File: src/design/irqmd_pkg.sv
// Shared types and constants for the interrupt mask and dispatch manager.
// Used by every module of the block; depends on nothing.
`default_nettype none

package irqmd_pkg;

  localparam int NUM_LINES      = 16;
  localparam int LINE_W         = $clog2(NUM_LINES);
  localparam int DEPTH_BITS_DEF = 8;
  localparam int QUEUE_DEPTH    = 2;
  localparam int MAX_RESULTS    = 3;
  localparam int CNT_W          = 2;

  // Fixed controller command bytes.
  localparam logic [7:0] OCW2_NONSPEC_EOI = 8'h20;
  localparam logic [7:0] OCW2_CASCADE_EOI = 8'h62;  // specific EOI, line 2

  typedef enum logic [2:0] {
    CMD_RAISE   = 3'd0,
    CMD_DONE    = 3'd1,
    CMD_DISABLE = 3'd2,
    CMD_ENABLE  = 3'd3,
    CMD_INSTALL = 3'd4
  } cmd_e;

  typedef enum logic [1:0] {
    SEL_MCMD  = 2'd0,  // 0x20
    SEL_MMASK = 2'd1,  // 0x21
    SEL_SCMD  = 2'd2,  // 0xA0
    SEL_SMASK = 2'd3   // 0xA1
  } sel_e;

  typedef struct packed {
    logic       has_write;
    sel_e       sel;
    logic [7:0] data;
  } wr_t;

  // One classified command: its port writes and dispatch decision.
  typedef struct packed {
    logic [CNT_W-1:0]       count;  // number of results, 1..3
    wr_t [MAX_RESULTS-1:0]  wr;
    logic                   dispatch;
    logic [LINE_W-1:0]      line;
  } job_t;

  typedef struct packed {
    logic              strobe;
    logic              has_write;
    logic [1:0]        port_select;
    logic [7:0]        port_data;
    logic              dispatch;
    logic [LINE_W-1:0] dispatch_line;
    logic              last_result;
  } result_t;

endpackage

`default_nettype wire

File: src/design/irqmd_front.sv
// Front end: decodes commands, updates mask/mark/depth state, builds a job.
// Depends on irqmd_pkg.
`default_nettype none

module irqmd_front #(
  parameter int DepthBits = irqmd_pkg::DEPTH_BITS_DEF
) (
  input  wire logic                         clk_i,
  input  wire logic                         rst_ni,
  input  wire logic                         accept_i,
  input  wire logic [2:0]                   command_i,
  input  wire logic [irqmd_pkg::LINE_W-1:0] irq_line_i,
  output irqmd_pkg::job_t                   job_o
);

  localparam int NL = irqmd_pkg::NUM_LINES;
  localparam logic [DepthBits-1:0] DepthMax = '1;

  logic [NL-1:0] mask_q, mask_d;
  logic [NL-1:0] dis_q, dis_d;
  logic [NL-1:0] busy_q, busy_d;
  logic [NL-1:0] inst_q, inst_d;
  logic [DepthBits-1:0] depth_q [NL];
  logic [DepthBits-1:0] depth_cur, depth_nxt;
  logic                 depth_we;

  logic [NL-1:0]    bit_sel;
  logic             slave;
  logic             wr_mask;
  logic             is_raise;
  logic             can_run;
  irqmd_pkg::wr_t   mask_wr;
  irqmd_pkg::job_t  job;

  assign bit_sel   = NL'(1) << irq_line_i;
  assign slave     = irq_line_i[irqmd_pkg::LINE_W-1];
  assign depth_cur = depth_q[irq_line_i];
  assign can_run   = |(bit_sel & inst_q & ~dis_q & ~busy_q);

  always_comb begin
    mask_d    = mask_q;
    dis_d     = dis_q;
    busy_d    = busy_q;
    inst_d    = inst_q;
    depth_nxt = depth_cur;
    depth_we  = 1'b0;
    wr_mask   = 1'b0;
    is_raise  = 1'b0;
    unique case (irqmd_pkg::cmd_e'(command_i))
      irqmd_pkg::CMD_RAISE: begin
        is_raise = 1'b1;
        mask_d   = mask_q | bit_sel;
        if (can_run) begin
          busy_d = busy_q | bit_sel;
        end
      end
      irqmd_pkg::CMD_DONE: begin
        busy_d = busy_q & ~bit_sel;
        if (!(|(dis_q & bit_sel))) begin
          mask_d  = mask_q & ~bit_sel;
          wr_mask = 1'b1;
        end
      end
      irqmd_pkg::CMD_DISABLE: begin
        if (depth_cur == '0) begin
          dis_d   = dis_q | bit_sel;
          mask_d  = mask_q | bit_sel;
          wr_mask = 1'b1;
        end
        if (depth_cur != DepthMax) begin
          depth_nxt = depth_cur + DepthBits'(1);
          depth_we  = 1'b1;
        end
      end
      irqmd_pkg::CMD_ENABLE: begin
        if (depth_cur == DepthBits'(1)) begin
          dis_d   = dis_q & ~bit_sel;
          mask_d  = mask_q & ~bit_sel;
          wr_mask = 1'b1;
        end
        if (depth_cur != '0) begin
          depth_nxt = depth_cur - DepthBits'(1);
          depth_we  = 1'b1;
        end
      end
      irqmd_pkg::CMD_INSTALL: begin
        inst_d    = inst_q | bit_sel;
        depth_nxt = '0;
        depth_we  = 1'b1;
        dis_d     = dis_q & ~bit_sel;
        mask_d    = mask_q & ~bit_sel;
        wr_mask   = 1'b1;
      end
      default: begin
      end
    endcase

    // Mask byte of the owning controller, taken from the updated image.
    mask_wr.has_write = 1'b1;
    mask_wr.sel       = slave ? irqmd_pkg::SEL_SMASK : irqmd_pkg::SEL_MMASK;
    mask_wr.data      = slave ? mask_d[15:8] : mask_d[7:0];

    job          = '0;
    job.dispatch = is_raise & can_run;
    job.line     = (is_raise & can_run) ? irq_line_i : '0;
    if (is_raise) begin
      job.wr[0] = mask_wr;
      if (slave) begin
        job.count = irqmd_pkg::CNT_W'(3);
        job.wr[1] = '{1'b1, irqmd_pkg::SEL_MCMD, irqmd_pkg::OCW2_CASCADE_EOI};
        job.wr[2] = '{1'b1, irqmd_pkg::SEL_SCMD, irqmd_pkg::OCW2_NONSPEC_EOI};
      end else begin
        job.count = irqmd_pkg::CNT_W'(2);
        job.wr[1] = '{1'b1, irqmd_pkg::SEL_MCMD, irqmd_pkg::OCW2_NONSPEC_EOI};
      end
    end else begin
      job.count = irqmd_pkg::CNT_W'(1);
      if (wr_mask) begin
        job.wr[0] = mask_wr;
      end
    end
  end

  assign job_o = job;

  always_ff @(posedge clk_i or negedge rst_ni) begin
    if (!rst_ni) begin
      mask_q <= '1;
      dis_q  <= '1;
      busy_q <= '0;
      inst_q <= '0;
      for (int i = 0; i < NL; i++) begin
        depth_q[i] <= '0;
      end
    end else if (accept_i) begin
      mask_q <= mask_d;
      dis_q  <= dis_d;
      busy_q <= busy_d;
      inst_q <= inst_d;
      if (depth_we) begin
        depth_q[irq_line_i] <= depth_nxt;
      end
    end
  end

endmodule

`default_nettype wire

File: src/design/irqmd_queue.sv
// Small job FIFO between the front end and the write sequencer.
// Depends on irqmd_pkg.
`default_nettype none

module irqmd_queue (
  input  wire logic      clk_i,
  input  wire logic      rst_ni,
  input  wire logic      push_i,
  input  wire irqmd_pkg::job_t job_i,
  input  wire logic      pop_i,
  output irqmd_pkg::job_t job_o,
  output logic           empty_o,
  output logic           full_o
);

  localparam int Depth = irqmd_pkg::QUEUE_DEPTH;
  localparam int PtrW  = $clog2(Depth);
  localparam int CntW  = $clog2(Depth + 1);

  irqmd_pkg::job_t mem_q [Depth];
  logic [PtrW-1:0] wr_ptr_q, rd_ptr_q;
  logic [CntW-1:0] cnt_q;

  assign empty_o = (cnt_q == '0);
  assign full_o  = (cnt_q == CntW'(Depth));
  assign job_o   = mem_q[rd_ptr_q];

  always_ff @(posedge clk_i) begin
    if (push_i) begin
      mem_q[wr_ptr_q] <= job_i;
    end
  end

  always_ff @(posedge clk_i or negedge rst_ni) begin
    if (!rst_ni) begin
      wr_ptr_q <= '0;
      rd_ptr_q <= '0;
      cnt_q    <= '0;
    end else begin
      if (push_i) begin
        wr_ptr_q <= (wr_ptr_q == PtrW'(Depth - 1)) ? '0 : wr_ptr_q + PtrW'(1);
      end
      if (pop_i) begin
        rd_ptr_q <= (rd_ptr_q == PtrW'(Depth - 1)) ? '0 : rd_ptr_q + PtrW'(1);
      end
      if (push_i && !pop_i) begin
        cnt_q <= cnt_q + CntW'(1);
      end else if (pop_i && !push_i) begin
        cnt_q <= cnt_q - CntW'(1);
      end
    end
  end

endmodule

`default_nettype wire

File: src/design/irqmd_back.sv
// Back end: plays out the port writes of the head job, one per cycle.
// Depends on irqmd_pkg.
`default_nettype none

module irqmd_back (
  input  wire logic       clk_i,
  input  wire logic       rst_ni,
  input  wire irqmd_pkg::job_t job_i,
  input  wire logic       empty_i,
  output logic            pop_o,
  output irqmd_pkg::result_t res_o
);

  localparam int CW = irqmd_pkg::CNT_W;

  logic [CW-1:0]      idx_q, idx_d;
  logic               last;
  irqmd_pkg::wr_t     cur;
  irqmd_pkg::result_t res_q, res_d;

  always_comb begin
    case (idx_q)
      CW'(0):  cur = job_i.wr[0];
      CW'(1):  cur = job_i.wr[1];
      default: cur = job_i.wr[2];
    endcase
    last  = (idx_q == CW'(job_i.count - CW'(1)));
    pop_o = !empty_i && last;
    idx_d = idx_q;
    if (!empty_i) begin
      idx_d = last ? '0 : idx_q + CW'(1);
    end

    res_d               = '0;
    res_d.strobe        = !empty_i;
    if (!empty_i) begin
      res_d.has_write     = cur.has_write;
      res_d.port_select   = cur.sel;
      res_d.port_data     = cur.data;
      res_d.dispatch      = job_i.dispatch & last;
      res_d.dispatch_line = last ? job_i.line : '0;
      res_d.last_result   = last;
    end
  end

  always_ff @(posedge clk_i or negedge rst_ni) begin
    if (!rst_ni) begin
      idx_q <= '0;
      res_q <= '0;
    end else begin
      idx_q <= idx_d;
      res_q <= res_d;
    end
  end

  assign res_o = res_q;

endmodule

`default_nettype wire

File: src/design/irq_mask_and_dispatch_manager.sv
// Interrupt mask and dispatch manager, top level.
// Depends on irqmd_pkg, irqmd_front, irqmd_queue and irqmd_back.
//
// Tracks 16 interrupt lines behind a cascaded master/slave pair of 8259A
// style controllers and turns each command into one to three results, each
// a controller port write or an empty result. A command transaction is
// taken at a rising edge with start high and busy low. The front end
// applies the command to the mask image, the disabled/in-progress/installed
// marks and the per-line nesting depth in that same cycle, so state is
// always current for the next command. The resulting write list goes into
// a two-entry job queue; the back end then puts one result per cycle on
// the result ports with strobe_o high for exactly one cycle. There is no
// backpressure on results: the receiver must take every strobed result.
// With the queue empty, the first result of a command passes through the
// job queue and the back end's output register before it reaches the
// ports. A raise costs two results (master line) or three (slave line);
// every other command costs one, so the back end's one-write-per-cycle
// sequencer sets the sustained command rate. busy rises when the queue
// holds two jobs and falls as soon as the back end retires one.
// After reset every line is masked and disabled, nothing is installed or
// in progress, and all nesting depths are zero.
`default_nettype none

module irq_mask_and_dispatch_manager #(
  parameter int DepthBits = irqmd_pkg::DEPTH_BITS_DEF
) (
  input  wire logic                         clk_i,
  input  wire logic                         rst_ni,
  input  wire logic                         start,
  output logic                              busy,
  input  wire logic [2:0]                   command_i,
  input  wire logic [irqmd_pkg::LINE_W-1:0] irq_line_i,
  output logic                              strobe_o,
  output logic                              has_write_o,
  output logic [1:0]                        port_select_o,
  output logic [7:0]                        port_data_o,
  output logic                              dispatch_o,
  output logic [irqmd_pkg::LINE_W-1:0]      dispatch_line_o,
  output logic                              last_result_o
);

  logic               accept;
  logic               q_empty, q_full, q_pop;
  irqmd_pkg::job_t    job_in, job_head;
  irqmd_pkg::result_t res;

  // Command transaction handshake.
  assign busy   = q_full;
  assign accept = start && !q_full;

  irqmd_front #(
    .DepthBits(DepthBits)
  ) u_front (
    .clk_i     (clk_i),
    .rst_ni    (rst_ni),
    .accept_i  (accept),
    .command_i (command_i),
    .irq_line_i(irq_line_i),
    .job_o     (job_in)
  );

  irqmd_queue u_queue (
    .clk_i  (clk_i),
    .rst_ni (rst_ni),
    .push_i (accept),
    .job_i  (job_in),
    .pop_i  (q_pop),
    .job_o  (job_head),
    .empty_o(q_empty),
    .full_o (q_full)
  );

  irqmd_back u_back (
    .clk_i  (clk_i),
    .rst_ni (rst_ni),
    .job_i  (job_head),
    .empty_i(q_empty),
    .pop_o  (q_pop),
    .res_o  (res)
  );

  // Result transaction ports, straight from the back end's output register.
  assign strobe_o        = res.strobe;
  assign has_write_o     = res.has_write;
  assign port_select_o   = res.port_select;
  assign port_data_o     = res.port_data;
  assign dispatch_o      = res.dispatch;
  assign dispatch_line_o = res.dispatch_line;
  assign last_result_o   = res.last_result;

endmodule

`default_nettype wire

File: config.mk
export PLATFORM = sky130hd
export DESIGN_NAME = irq_mask_and_dispatch_manager
export DESIGN_NICKNAME = d
export VERILOG_FILES = /design/src/design/irqmd_pkg.sv /design/src/design/irqmd_front.sv /design/src/design/irqmd_queue.sv /design/src/design/irqmd_back.sv /design/src/design/irq_mask_and_dispatch_manager.sv
export SDC_FILE = /design/constraint.sdc
export NUM_CORES = 1
export LEC_CHECK = 0
export BUFFER_PORTS_ARGS = -buffer_cell sky130_fd_sc_hd__buf_2
export CAP_MARGIN = 20
export CORE_MARGIN = 3
export CORE_UTILIZATION = 54
export DETAILED_ROUTE_END_ITERATION = 6
export PLACE_DENSITY = 0.76
export SYNTH_ARGS = -nofsm -noshare
export SYNTH_HDL_FRONTEND = slang
export SYNTH_SLANG_ARGS = --single-unit
File: constraint.sdc
create_clock -name clk_i -period 5.6 [get_ports clk_i]
set_input_delay 0.28 -clock clk_i [delete_from_list [all_inputs] [get_ports clk_i]]
set_output_delay 0.28 -clock clk_i [all_outputs]
set_load 0.02 [all_outputs]
======== Word level (Yosys, flattened, before mapping) ========
Memories as Yosys holds them, arrays and structs flattened.
Index checks and enable logic that the tools add are counted.
cells by class
  eq/ne operators ......................... 12
  reduce and logical (&&, ||, !) cells .... 23
  shift operators ......................... 1
  add/sub/neg operators ................... 8
  bitwise operators ....................... 17
  mux-type cells .......................... 46
  magnitude comparators ................... 2
operator list
  cell                  number
  $bwmux 128            1
  $and 16x16->16        7
  $mux 16               6
  $pmux 16 s5           1
  $or 16x16->16         4
  $mux 8                6
  $not 16->16           3
  $pmux 16 s3           1
  $mux 11               3
  $bmux 8 s4            1
  $demux 8 s4           1
  $pmux 16 s2           1
  $reduce_or 16->1      2
  $pmux 8 s3            1
  $mux 22               1
  $pmux 11 s2           1
  $mux 17               1
  $shl 1x4->16 const A  1
  $mux 1                11
  $mux 2                5
  $add 8x1->8 const B   1
  $eq 8x1->1 const B    1
  $logic_not 8->1       1
  $mux 4                2
  29 further kinds      46
storage, ports and cells
  memory bits (writable) .................. 80
  output and inout port bits .............. 19
  register bits after elaboration ......... 216
  memories kept ........................... 1
memory list
  name           depth  width  read ports  clocked after Yosys merged registers in  wr ports  RTL line           text
  u_queue.mem_q  2      40     1           0                                        1         irqmd_queue.sv:20  irqmd_pkg::job_t mem_q [Depth];

======== Longest topological paths before layout ========
  depth after elaboration ................. 10
  gate-level depth with buffers ........... 18
  depth with buffers taken out ............ 11

======== By module ========
A second synthesis with hierarchy kept.
unflattened totals
  cells, all modules ...................... 1237
  area, all modules ....................... 14355.0 sq um
modules (own cells, without submodules)
  module                         area each (sq um)  instances  cells each  sequential area each (sq um)
  irqmd_front                    10188.5            1          1012        4844.6
  irqmd_queue                    3276.9             1          141         2502.4
  irqmd_back                     875.8              1          83          500.5
  irq_mask_and_dispatch_manager  13.8               1          1           0.0

======== Least setup slack after synthesis ========
Ideal clock, no wire load.
  kind .................................... in2reg
  from .................................... in irq_line_i[1] in the netlist's numbering
  to ...................................... reg u_front.depth_q[112] in the netlist's numbering
  arrival ................................. 3359 ps
  setup slack ............................. 2117 ps
  setup time .............................. 125 ps
  stages on the path ...................... 16
  path buffers ............................ 6
  cells stage by stage .................... buf_2 -> buf_2 -> buf_2 -> mux4_2 -> a22oi_1 -> nand2_1 -> inv_1 -> ha_1 -> and4_1 -> or2_0 -> buf_2 -> a21o_1 -> buf_6 -> buf_8 -> a311oi_4 -> mux2_2
on the way
  word-level cells in the longest chain between the ends .. 8
  elaborated cells on any way between the ends .. 21
  classes of those cells .................. add/sub (2); order compare (2); eq/ne (1); mux (12); bitwise (1); reduce/logical (3)
ends and longest elaborated chain
  element                                         RTL line                               text
  start, declared                                 irq_mask_and_dispatch_manager.sv:32    input wire logic [irqmd_pkg::LINE_W-1:0] irq_line_i,
  $not 4->5 (not written as such) *               irqmd_front.sv:37, irqmd_front.sv:141
  $bmux 8 s4                                      irqmd_front.sv:37                      assign depth_cur = depth_q[irq_line_i];
  $mux 8 (not written as such) (2 in series)      irqmd_front.sv:37
  $sub 8x1->8, or another cell as far along       irqmd_front.sv:82                      depth_nxt = depth_cur - DepthBits'(1);
  $mux 8, or another cell as far along            irqmd_front.sv:81                      if (depth_cur != '0) begin
  $pmux 8 s3 or $pmux 1 s3 (tied branches)        irqmd_front.sv:49                      unique case (irqmd_pkg::cmd_e'(command_i))
  $bwmux 128 or $reduce_and 2->1 (tied branches)  --
  end signal, assigned by index                   irqmd_front.sv:141                     depth_q[irq_line_i] <= depth_nxt;
  end, declared                                   irqmd_front.sv:23                      logic [DepthBits-1:0] depth_q [NL];
Mark *: on every way between the ends. The rest lies on a longest branch, timed or not. The select of a mux whose other input is x is not followed.
A chain may end at the register's enable or synchronous reset.

======== Final worst setup path ========
  from .................................... in irq_line_i[2] in the netlist's numbering
  to ...................................... reg u_front.depth_q[56] in the netlist's numbering
The elaborated chain is that of the path after synthesis.

==> results.json <==
{
  "leakage_nw": 5.62,
  "synthesis.nets": 1105,
  "synth_area_leaders": "dfrtp_1, edfxtp_1, dfstp_2, nor2_1, mux2_2",
  "die_height_um": 158,
  "max-vdd-ir-drop_v": 0.000309,
  "cts.clk_slew.worst_paths_ns": 0.06,
  "sequential_cell_area_um2": 6530,
  "ys_ff_latch": 252,
  "relSlewSlack": 0.274,
  "totalNegativeSetupSlack_ns": 0,
  "timing.critical_path.required_ns": 6.01,
  "cp_slowest_stage_delay_ns": 0.97,
  "clock_path_buffers": 3,
  "initial_util": 0.561,
  "fin_crit_ns": 4.17,
  "hold_class": "in -> reg",
  "drt-wirelength-per-cell_um": 21.5,
  "power_per_standard_cell_area_nw_per_um2": 457,
  "design.core.area_um2": 22200,
  "setup.worst_path.end_class": "flip-flop",
  "die_area_um2": 25000,
  "layout_fillers": 1722,
  "final_net_count": 1117,
  "hold_viol": 0,
  "clockRootBuffer": "clkbuf_16",
  "critPathArrivalTime_ns": 4.57,
  "post_synth.cell_area_avg_um2": 11.5,
  "area_used_by_multi_input_combinational_logic_um2": 5390,
  "vias": 8859,
  "final_common_cell": "dfrtp_1",
  "ioPinCount": 29,
  "cp_max_fo": 20,
  "status": "complete, no violations",
  "synth_top_area_share": 0.369,
  "timing_worst_setup_path_type": "in -> reg",
  "final_util": 0.614,
  "worst_pin_slew_ns": 1.09,
  "synth.yosys.seq_area_share": 0.523,
  "clock_buffer_count_from_cts": 27,
  "cts_num_sinks": 252,
  "layout.cells.most_common_list": "dfrtp_1, nor2_1, a21oi_1, o21ai_0, mux2_2",
  "synth-warning-count": 0,
  "grt_start_max_net_pins": 136,
  "rsz0062_at_grt": "no",
  "synthToLayoutAreaGrowth_pct": 9.40,
  "ctsHtreeMaxLevel": 1,
  "ant_nets": 0,
  "synth_ff_type": "dfrtp_1",
  "timing_max_transition_violations_final": 0,
  "layout_worst_path_cycle_share": 0.744,
  "inst_count_dp": 1348,
  "total_gr_overflow": 0,
  "die_w_um": 158,
  "fmax_mhz": 240,
  "drive_above_1_share": 0.230,
  "cp_max_stage_cell": "a311oi_2",
  "route.detailed.drc": 0,
  "routed_wirelength_um": 30100,
  "drt-initial-drc-count": 813,
  "cts_resized": 0,
  "antennaDiodeCount": 0,
  "grt_pass1_wl_um": 48300,
  "critPathLaunchType": "input port",
  "detail_route.first_pass.iterations": 5,
  "synth_cell_types": 79,
  "via_cell_ratio": 6.33,
  "synthesis.area_um2": 12500,
  "max_cap_viol_count": 0,
  "first_global_vias": 8688,
  "clk_latency_ns": 0.54,
  "grt_util_all_layers": 0.248,
  "fin_worst_skew_ns": 0.0245,
  "synthDominantAreaCellType": "dfrtp_1",
  "number_of_antenna_violations_at_the_first_check_in_global_routing": 0,
  "count_of_flip_flops_with_a_built_in_enable_after_synthesis": 36,
  "crit_path_cell_trace": "buf_2 > and2_1 > a22oi_1 > nand2_1 > inv_1 > ha_1 > and4_1 > or2_0 > a21o_1 > buf_4 > a311oi_2 > mux2_2",
  "setup_violations": 0,
  "holdWs_ns": 0.239,
  "rows": 54,
  "io_buffers": 28,
  "post-dp-hpwl_um": 20100,
  "total_power_mw": 6.24,
  "place.gp.congestion": 0.893,
  "async_reset_ff_frac": 0.857,
  "synthesis.instances": 1089,
  "clock_tree_from_tritoncts": "done",
  "finalNonFillerCells": 1399
}
-- layer usage --
metal | part of all wire | global-route usage | wire (um)
met2 | 0.46 | 0.378 | 13800
met3 | 0.070 | 0.0459 | 2110
met5 | 0 | 0 | 0
met4 | 0.029 | 0.0787 | 865
met1 | 0.44 | 0.364 | 13300
-- worst paths after layout --
| check | from | endpoint | slack (ns) | cells after the start |
|---|---|---|---|---|
| max in group asynchronous | rst_ni | u_front.depth_q[17] | 4.10 | 3 |
| setup / recovery | irq_line_i[2] | u_front.depth_q[56] | 1.43 | 12 |
| hold / removal | command_i[1] | u_queue.mem_q[0][26] | 0.24 | 2 |
| min in group asynchronous | rst_ni | u_back.res_o[7] | 0.32 | 2 |
| setup reg to reg | u_front.depth_q[48] | u_front.depth_q[56] | 1.66 | 11 |
| hold reg to reg | u_front.inst_q[6] | u_front.inst_q[6] | 0.47 | 1 |
-- cell usage after synthesis (all sizes together) (7+ instances only) --
master,n
nor3,8
o41ai,16
clkbuf,24
mux2i,39
o21bai,16
a31oi,11
edfxtp,36
a21oi,97
o21ai,70
buf,48
o22ai,12
inv,30
nand2b,8
dfrtp,184
mux4,32
dfstp,32
nand3,30
and2,8
a22oi,18
nor2,166
mux2,54
nand2,48
a311oi,16
nor2b,7
-- layout make-up --
class                   count  area share
clock buffers              38      0.0584
clock inverters             9     0.00697
inverters                  33     0.00908
multi-input cells         732       0.395
flip-flops and latches    252       0.478
well taps                 280      0.0257
repair buffers             55      0.0271
-- worst max-delay path, delay by kind of cell --
family,cells,cell delay [ns]
AO/OA/AOI/OAI,3,1.42
AND/OR/NAND/NOR,4,1.41
buffers and inverters,3,0.78
multiplexers,1,0.42
adder cells (fa/ha/maj),1,0.24
-- stage by stage --
stage                     setup WS [ns]  cell area, um^2
after floorplan                    2.12            12500
after global placement            0.951            12700
after detailed placement          0.907            12700
after CTS                          1.42            13600
after global routing               1.16            13600
final                              1.43            13600
-- power by group --
group          internal (mW)  total (mW)  switching (mW)
Clock                   1.07        1.78           0.705
Combinational          0.711        1.77            1.06
Sequential              2.43        2.69           0.257
-- logic make-up after synthesis --
group,Yosys count,share of synthesized area
compound gates,290,0.168
mux,125,0.140
simple gates,304,0.112
xor+xnor,7,0.00491
fa+ha+maj,6,0.00602
buf+inv,105,0.0452
flops,252,0.523
-- repair_timing --
item                                    4_1_cts  5_1_grt
setup buffers                                 0        0
endpoints found under the hold margin        81        0
endpoints found under the setup margin        0        0
hold buffers                                  1        0
Power figures use the tool's default switching activity.
